### src/sv/pgm_pkg.sv
package pgm_pkg;

    // Defaults for the top-level parameters.
    localparam int DEF_MAX_WIDTH  = 1024;
    localparam int DEF_MAX_HEIGHT = 1024;
    localparam int DEF_NUM_LEVELS = 4;
    localparam int DEF_PIXEL_BITS = 16;

    // Fixed field widths on the ports.
    localparam int PIXEL_W     = 16;
    localparam int GRAD_W      = 24;
    localparam int SQ_W        = 47;
    localparam int CFG_DATA_W  = 11;
    localparam int CFG_INDEX_W = 2;
    localparam int LEVEL_W     = 2;

    // Highest level the level register can name, and the fraction bits of a level pixel.
    localparam int LEVEL_MAX = (1 << LEVEL_W) - 1;
    localparam int FRAC_BITS = 2 * LEVEL_MAX;
    localparam int MASK_W    = LEVEL_MAX;
    localparam int SHIFT_W   = $clog2(FRAC_BITS + 1);

    localparam logic [CFG_DATA_W-1:0] WIDTH_RESET  = CFG_DATA_W'(640);
    localparam logic [CFG_DATA_W-1:0] HEIGHT_RESET = CFG_DATA_W'(480);
    localparam logic [LEVEL_W-1:0]    LEVEL_RESET  = '0;

    // Result buffer depth; it must cover every word that can be in flight.
    localparam int OUT_DEPTH = 8;

    typedef enum logic [CFG_INDEX_W-1:0] {
        REG_IMAGE_WIDTH   = 2'd0,
        REG_IMAGE_HEIGHT  = 2'd1,
        REG_PYRAMID_LEVEL = 2'd2
    } cfg_reg_t;

    typedef struct packed {
        logic signed [GRAD_W-1:0] grad_x;
        logic signed [GRAD_W-1:0] grad_y;
        logic [SQ_W-1:0]          grad_sq;
        logic                     last_of_frame;
    } grad_word_t;

endpackage

### src/sv/pgm_out_fifo.sv
module pgm_out_fifo import pgm_pkg::*;
#(
    parameter int DEPTH = OUT_DEPTH
)
(
    input  logic                         clk,
    input  logic                         rst_n,
    input  logic                         push,
    input  grad_word_t                   push_word,
    input  logic                         pop,
    output grad_word_t                   head_word,
    output logic                         not_empty,
    output logic [$clog2(DEPTH+1)-1:0]   count
);

    localparam int PW = $clog2(DEPTH);
    localparam int CW = $clog2(DEPTH + 1);

    grad_word_t      slots [DEPTH];
    logic [PW-1:0]   wr_ptr_reg;
    logic [PW-1:0]   rd_ptr_reg;
    logic [CW-1:0]   count_reg;
    logic [PW-1:0]   wr_ptr_next;
    logic [PW-1:0]   rd_ptr_next;
    logic [CW-1:0]   count_next;

    always_comb
    begin
        wr_ptr_next = wr_ptr_reg;
        rd_ptr_next = rd_ptr_reg;
        count_next  = count_reg;
        if (push)
        begin
            wr_ptr_next = (32'(wr_ptr_reg) == DEPTH - 1) ? '0 : wr_ptr_reg + PW'(1);
        end
        if (pop)
        begin
            rd_ptr_next = (32'(rd_ptr_reg) == DEPTH - 1) ? '0 : rd_ptr_reg + PW'(1);
        end
        if (push && !pop)
        begin
            count_next = count_reg + CW'(1);
        end
        else if (pop && !push)
        begin
            count_next = count_reg - CW'(1);
        end
    end

    always_ff @(posedge clk or negedge rst_n)
    begin
        if (!rst_n)
        begin
            wr_ptr_reg <= '0;
            rd_ptr_reg <= '0;
            count_reg  <= '0;
        end
        else
        begin
            wr_ptr_reg <= wr_ptr_next;
            rd_ptr_reg <= rd_ptr_next;
            count_reg  <= count_next;
        end
    end

    always_ff @(posedge clk)
    begin
        if (push)
        begin
            slots[wr_ptr_reg] <= push_word;
        end
    end

    assign head_word = slots[rd_ptr_reg];
    assign not_empty = (count_reg != '0);
    assign count     = count_reg;

endmodule

### config.mk
export PLATFORM = sky130hd
export DESIGN_NAME = pgm_out_fifo
export DESIGN_NICKNAME = d
export VERILOG_FILES = /design/src/sv/pgm_pkg.sv /design/src/sv/pgm_out_fifo.sv
export SDC_FILE = /design/constraint.sdc
export NUM_CORES = 1
export LEC_CHECK = 0
export BUFFER_PORTS_ARGS = -buffer_cell sky130_fd_sc_hd__buf_4
export CAP_MARGIN = 25
export CELL_PAD_IN_SITES_DETAIL_PLACEMENT = 1
export CELL_PAD_IN_SITES_GLOBAL_PLACEMENT = 2
export CORE_MARGIN = 3
export CORE_UTILIZATION = 25
export CTS_BUF_LIST = sky130_fd_sc_hd__clkbuf_4
export CTS_CLUSTER_SIZE = 20
export DETAILED_ROUTE_END_ITERATION = 10
export PLACE_DENSITY_LB_ADDON = 0.1
export SYNTH_ARGS = -nofsm -noshare
export SYNTH_HDL_FRONTEND = slang
export SYNTH_SLANG_ARGS = --single-unit
### constraint.sdc
create_clock -name clk -period 10.5 [get_ports clk]
set_clock_uncertainty 0.05 [all_clocks]
set_input_delay 2.1 -clock clk [delete_from_list [all_inputs] [get_ports clk]]
set_output_delay 2.1 -clock clk [all_outputs]
set_load 0.02 [all_outputs]
==> results of run 1 <==
## placed cells by master (no fill, tap or decap), drive strengths merged, types with 2 or more instances in the layout
cell,n
nand2,5
edfxtp,768
diode,10
nor2,8
inv,9
xnor2,2
nand2b,2
nand3b,3
buf,233
a21oi,2
nor3,3
clkbuf,324
o211ai,2
o21ai,3
dfrtp,10
mux4,192
bufinv,2
nand3,2
mux2,101
or4,2
clkinv,52
ha,7
## layer usage
metal / part of all wire / vias to the layer above / routed length (um)
met5: 0.00049 / - / 37
met4: 0.023 / 6 / 1742
met3: 0.059 / 157 / 4428
met2: 0.50 / 366 / 37450
met1: 0.42 / 7413 / 31730
li1: - / 6009 / -
## synthesized netlist by cell type, types with 2 or more instances
library cell / number / share of area
a21oi_1: 2 / 0.00034
buf_1: 14 / 0.0018
buf_2: 6 / 0.0010
buf_6: 18 / 0.0069
clkbuf_1: 17 / 0.0022
dfrtp_1: 10 / 0.0085
edfxtp_1: 768 / 0.78
ha_1: 7 / 0.0030
inv_1: 4 / 0.00051
mux2_2: 101 / 0.039
mux4_2: 192 / 0.15
nand2_1: 5 / 0.00064
nand2b_1: 2 / 0.00042
nand3_1: 2 / 0.00034
nand3b_1: 3 / 0.00076
nor2_1: 8 / 0.0010
nor3_1: 3 / 0.00051
o211ai_1: 2 / 0.00051
o21ai_0: 3 / 0.00051
or4_1: 2 / 0.00051
xnor2_1: 2 / 0.00059
## power groups by stage
stage               Combinational [W]  Sequential, W  Clock (W)
floorplan                     0.00222        0.00410          0
finish                        0.00336        0.00407    0.00271
CTS                           0.00351        0.00409    0.00287
global route                  0.00366        0.00412    0.00304
detailed placement            0.00350        0.00416          0
global placement              0.00344        0.00416          0
## kinds of logic (layout without fill, tap and decap cells)
kind of cell	count (synthesis)	in the layout
fa+ha+maj	8	8
xor+xnor	2	2
mux	294	294
flops	778	778
other cells	0	10
simple gates	26	26
buf+inv	59	621
compound gates	8	8
## critical path, delay by kind of cell, from the launching register on
kind     cells  cell delay (ns)
buf+inv      3             1.17
mux          2             0.93
flops        1             0.77
## worst paths after layout
check	slack, ns	depth (start not counted)	endpoint
worst min register to register	0.53	2	count[2]
worst max register to register	7.77	3	slots[2][55]
worst min-delay path	0.53	2	count[2]
worst max-delay path	4.35	5	head_word[32]
max in group asynchronous	9.32	1	rd_ptr_reg[1]
min in group asynchronous	0.85	1	count[3]
## cell type report
type | count | area [sq um] | share of cell area
antenna | 10 | 25.02 | 0.0007012
multi-input combinational | 338 | 5833 | 0.1634
timing repair buffer | 233 | 1847 | 0.05175
clock buffer | 324 | 2432 | 0.06816
tap | 1524 | 1907 | 0.05343
inverter | 4 | 15.01 | 0.0004207
clock inverter | 60 | 305.3 | 0.008555
sequential | 778 | 23320 | 0.6535
## per-stage QoR
step	utilization	setup slack [ns]
2_1_floorplan	-	1.093
3_3_place_gp	0.2814	4.940
3_5_place_dp	0.2823	5.190
4_1_cts	0.3058	3.942
5_1_grt	0.3062	3.835
6_report	0.3063	4.351
==> summary.txt, run 1 <==
Timing
  – Unrepaired setup endpoints after global routing: false
  – Final setup violating endpoints: 0
  – Hold slack: 0.5255 ns
  – Final period utilization: 0.5856
  – F_max: 0.1626 GHz
  – Slew @ Worst Pin: between 0.9 and 1 ns
  – Setup TNS: 0 ns
  – Tmin final: around 6 ns
  – Max-slew headroom: 0.3600
  – Slew Viols, Final: 0
  – Final Hold Viols: 0

Global route
  – Antenna violations before repair: 11
  – GR Util met3: 0.04277
  – Met2 Resource Use GR: 0.2062
  – Number of global-route vias before repair: between 15000 and 20000
  – First-pass GRT wire length: ~110 mm
  – M1 GR Usage: 0.1541
  – Gr busiest metal: met2
  – Largest net degree at the start of global routing: 54
  – Gr usage total: 0.1254
  – Grt total ovfl: 0

Die
  – Initial core utilization: 0.2528
  – Die height: ~350 um
  – Die W: 349.2 um
  – Core area: 116500 sq um
  – Die footprint: between 100000 and 150000 sq um
  – # rows: 125
  – I/O pin total: 201

Clock network
  – Number of CTS-inserted buffers: 216
  – Clock Sink Count: between 700 and 800
  – Post-CTS setup buffers: 0
  – Worst-path clk slew: ~0.070 ns
  – TritonCTS clock tree: built
  – CTS Root Cell: clkbuf_4
  – Clock latency on the worst-skew pair: 1.02 ns
  – Hold_buf cts: 0
  – Clock H-tree levels: 4
  – Clock buffer depth: 3
  – Post-CTS Resized: 0

Placement
  – Placed instance count: roughly 2900
  – GPL Wtd Cong: approximately 0.65
  – Port-buffer cells: 200
  – Dpl hpwl: about 41 mm
  – Placed instance area: ~33000 sq um

Drt
  – DRT Wirelength: between 70 and 80 mm
  – DR pass1 iterations: 6
  – Vias per cell: about 4.3
  – # DRC: 0
  – First DRT Iteration DRCs: ~710
  – Routed Antenna Nets: 0
  – Routed wire per std cell: roughly 23 um
  – Routed via count: ~14000

Setup path
  – CP max-delay cell: dfrtp_4
  – Setup CP Type: reg2out
  – CP cell instances: buf_12, buf_4, mux4_2, mux2_2, buf_4
  – Critical path endpoint category: output pin
  – Crit-path max cell delay: 0.77 ns
  – Critical path launch point type: flop
  – Crit-path max FO: 40
  – CP Data Required Time: approximately 8.4 ns
  – CP startpoint: rd_ptr_reg[0]
  – CP dominant cell by count: buf_4
  – R2r startpoint: wr_ptr_reg[2]
  – CP arrival: ~4.0 ns

Logic synthesis
  – Async SR Flop Fraction: 0.01285
  – Post-synth EDFFs: 768
  – Synth Area in Simple Gates: 0.004418
  – Number of synthesis warnings: 0
  – Synthesized area: 29450 sq um
  – XOR/XNOR share of the synthesized area: 0.0005947
  – Cell count after synthesis: approximately 1200
  – Top_reg_cell synth: edfxtp_1
  – Main combinational cell family by area after synthesis: multiplexers
  – Sequential-to-total area share from yosys stat: 0.7915
  – Post-synthesis cell type count: 25
  – Synth Net Count: 1283
  – Synth Area in Compound Gates: 0.001742
  – Mux contribution to synthesized area: 0.1858
  – Adder-Cell Fraction of Synth Area: 0.003653
  – Syn_area_per_cell: roughly 25 sq um
  – FF+latch count, synth: 778

Pwr
  – Sw frac: 0.3218
  – P_sw: around 0.0033 W
  – Lkg Pwr: between 10 and 15 nW
  – Cell internal pwr: between 0.006 and 0.007 W
  – Seq pwr share: 0.402
  – Pwr/cell area: 284.0 nW/um^2
  – Logic pwr share: 0.331
  – Final Power: approximately 0.01 W
  – Clock share of power: 0.267
  – Maximum vdd drop: 124.7 uV

Cells and area
  – Fin area: approximately 36000 sq um
  – Layout area overhead: 21.16%
  – Max reg flops: 768
  – Fillers: between 10000 and 15000
  – Share of cells above drive strength 1: 0.5037
  – Fin cells: ~3300
  – Nets: ~1700

Hold path
  – Worst hold start: count[2]
  – Hold WC Path Type: reg2reg

Outcome
  – Status: finished clean

Job
  – Max-cap violations: 0
(Power assumes the default switching activity.)
==> run 2: changes to the inputs <==
Clock period 10.5 ns to 5.9 ns, I/O delays scaled along.
==> run 2 against run 1 <==
Net effect: total power grew 78%; die area stayed put; sequential power grew 79%; combinational power up 77%; design area increased by 0.25%; non-clock buffer count up 1; sequential cell count stayed put; via count increased by 0.26%; worst hold slack got worse by 0.23 ns; cell count fell by 0.12%; wire length fell by 1.3%; critical path type unchanged; largest power group unchanged.
==> summary.txt, run 2 (same netlist as run 1, synthesis figures left out) <==
Global route
  – Antenna violations before repair: 12
  – Gr usage total: 0.1243
  – Largest net degree at the start of global routing: 91
  – First-pass GRT wire length: ~110 mm
  – Number of global-route vias before repair: 16340
  – Grt total ovfl: 0

Pwr
  – Final Power: approximately 0.018 W
  – Maximum vdd drop: approximately 250 uV
  – Lkg Pwr: ~12 nW
  – Pwr/cell area: between 500 and 600 nW/um^2
  – Sw frac: 0.3233
  – Seq pwr share: 0.405
  – Clock share of power: 0.264
  – Logic pwr share: 0.331
  – Cell internal pwr: roughly 0.012 W
  – P_sw: between 0.005 and 0.006 W

Job
  – Max-cap violations: 0

Drt
  – Routed via count: around 14000
  – Vias per cell: between 4 and 5
  – DRT Wirelength: 74.40 mm
  – # DRC: 0
  – DR pass1 iterations: 4
  – Routed wire per std cell: about 23 um
  – First DRT Iteration DRCs: 775
  – Routed Antenna Nets: 0

Setup path
  – CP arrival: roughly 3.5 ns
  – Setup CP Type: reg2out
  – Setup crit end: head_word[57]
  – Critical path endpoint category: output pin
  – CP max-delay cell: dfrtp_4
  – Critical path launch point type: flop
  – Crit-path max cell delay: 0.98 ns
  – Crit-path max FO: 39
  – Reg2Reg Setup Slack: approximately 3.4 ns
  – Reg2reg path depth: 3
  – CP cell instances: buf_12, mux4_2, mux2_2, buf_4
  – Worst r2r dst: slots[0][56]
  – CP startpoint: rd_ptr_reg[0]
  – R2r startpoint: wr_ptr_reg[2]
  – CP Data Required Time: around 4.7 ns

Cells and area
  – Share of cells above drive strength 1: 0.5014
  – Fillers: approximately 12000
  – Layout area overhead: 21.46%
  – Most common cell after layout, fill and taps aside: edfxtp_1
  – Max reg flops: between 700 and 800
  – Nets: approximately 1700
  – Commonest non-fill, non-tap cells in the layout: edfxtp_1 (768), clkbuf_4 (317), buf_4 (217)

Die
  – I/O pin total: 201
  – Initial core utilization: 0.2528
  – Core area: around 120000 sq um
  – Die footprint: ~120000 sq um
  – # rows: between 100 and 150
  – Die W: around 350 um
  – Die height: roughly 350 um

Clock network
  – Clock H-tree levels: 4
  – Clock latency on the worst-skew pair: roughly 1.0 ns
  – CTS Root Cell: clkbuf_4
  – Clock buffer depth: 3
  – Clock Sink Count: around 780
  – Number of CTS-inserted buffers: between 200 and 250
  – TritonCTS clock tree: built
  – Worst-path clk slew: roughly 0.070 ns
  – Post-CTS setup buffers: 0

Timing
  – Unrepaired setup endpoints after global routing: false
  – Setup ws final: ~1.2 ns
  – Slew Viols, Final: 0
  – Tmin final: around 4.7 ns
  – F_max: around 0.21 GHz
  – Final setup violating endpoints: 0
  – Hold slack: about 0.29 ns
  – Final Hold Viols: 0
  – Final period utilization: 0.7999
  – Slew @ Worst Pin: slightly below 1 ns
  – Max-slew headroom: 0.3581

Placement
  – Dpl hpwl: 39.06 mm
  – Worst slack at placement: between 2 and 2.5 ns
  – GPL Wtd Cong: approximately 0.66
  – Port-buffer cells: 200

Hold path
  – Hold WC Path Type: in2reg
  – Worst hold start: push_word[28]

Outcome
  – Status: finished clean
-- run 2: cell types whose count changed in the layout (fill, tap and decap cells not counted), moves of 3 or more --
cell and change:
clkbuf_4 -7, diode_2 -4, inv_2 -3, clkinvlp_4 +4, clkinv_1 +3, buf_12 +12
buf_4 -10
-- run 2: critical path: cells and delay by family, from the launching register on --
family / cells / cell delay [ns]
buffers and inverters: 2 / 0.58
multiplexers: 2 / 0.86
flip-flops: 1 / 0.98
-- run 2: layout make-up --
type | count | area (sq um) | area share
clock buffer | 317 | 2380 | 0.06652
antenna | 6 | 15.01 | 0.0004197
tap | 1524 | 1907 | 0.05330
sequential | 778 | 23320 | 0.6519
timing repair buffer | 234 | 1967 | 0.05498
multi-input combinational | 338 | 5846 | 0.1634
clock inverter | 66 | 324.1 | 0.009058
inverter | 4 | 15.01 | 0.0004197
-- run 2: worst min path at each step --
| stage | endpoint | slack (ns) | depth (start not counted) |
|---|---|---|---|
| final | slots[7][28] | 0.29 | 1 |
| after global routing | slots[0][86] | 0.11 | 1 |
| after CTS | slots[4][20] | 0.05 | 1 |
| after detailed placement | count[2] | 0.50 | 2 |
| after global placement | count[2] | 0.50 | 2 |
| after floorplan | wr_ptr_reg[2] | 0.47 | 1 |
-- run 2: metrics by stage --
stage	utilization	instance area (sq um)	cells	TNS (ns)
floorplan	-	29460	1175	-2.162
global route	0.3069	35760	3262	0
global placement	0.2832	33000	2875	0
finish	0.3071	35780	3267	0
detailed placement	0.2836	33050	2877	0
CTS	0.3069	35760	3261	0
-- run 2: layer usage --
metal / vias to the layer above / global-route usage / routed length, um
met4: 12 / 0.04860 / 1766
met1: 7422 / 0.1470 / 30730
met5: - / 0 / 94
met3: 164 / 0.04239 / 4710
met2: 361 / 0.2079 / 37100
li1: 6028 / - / -
-- run 2: power groups by stage --
stage                     Combinational [W]  Clock (W)  Sequential (W)
final                               0.00596    0.00476         0.00730
after CTS                           0.00625    0.00504         0.00733
after floorplan                     0.00395          0         0.00727
after global routing                0.00646    0.00535         0.00739
after global placement              0.00624          0         0.00742
after detailed placement            0.00622          0         0.00745
-- run 2: repair_timing --
| action | 4_1_cts | 5_1_grt |
|---|---|---|
| hold buffers | 1 | 0 |
| endpoints found under the setup margin | 0 | 0 |
| resized for setup | 0 | 0 |
| endpoints found under the hold margin | 10 | 0 |
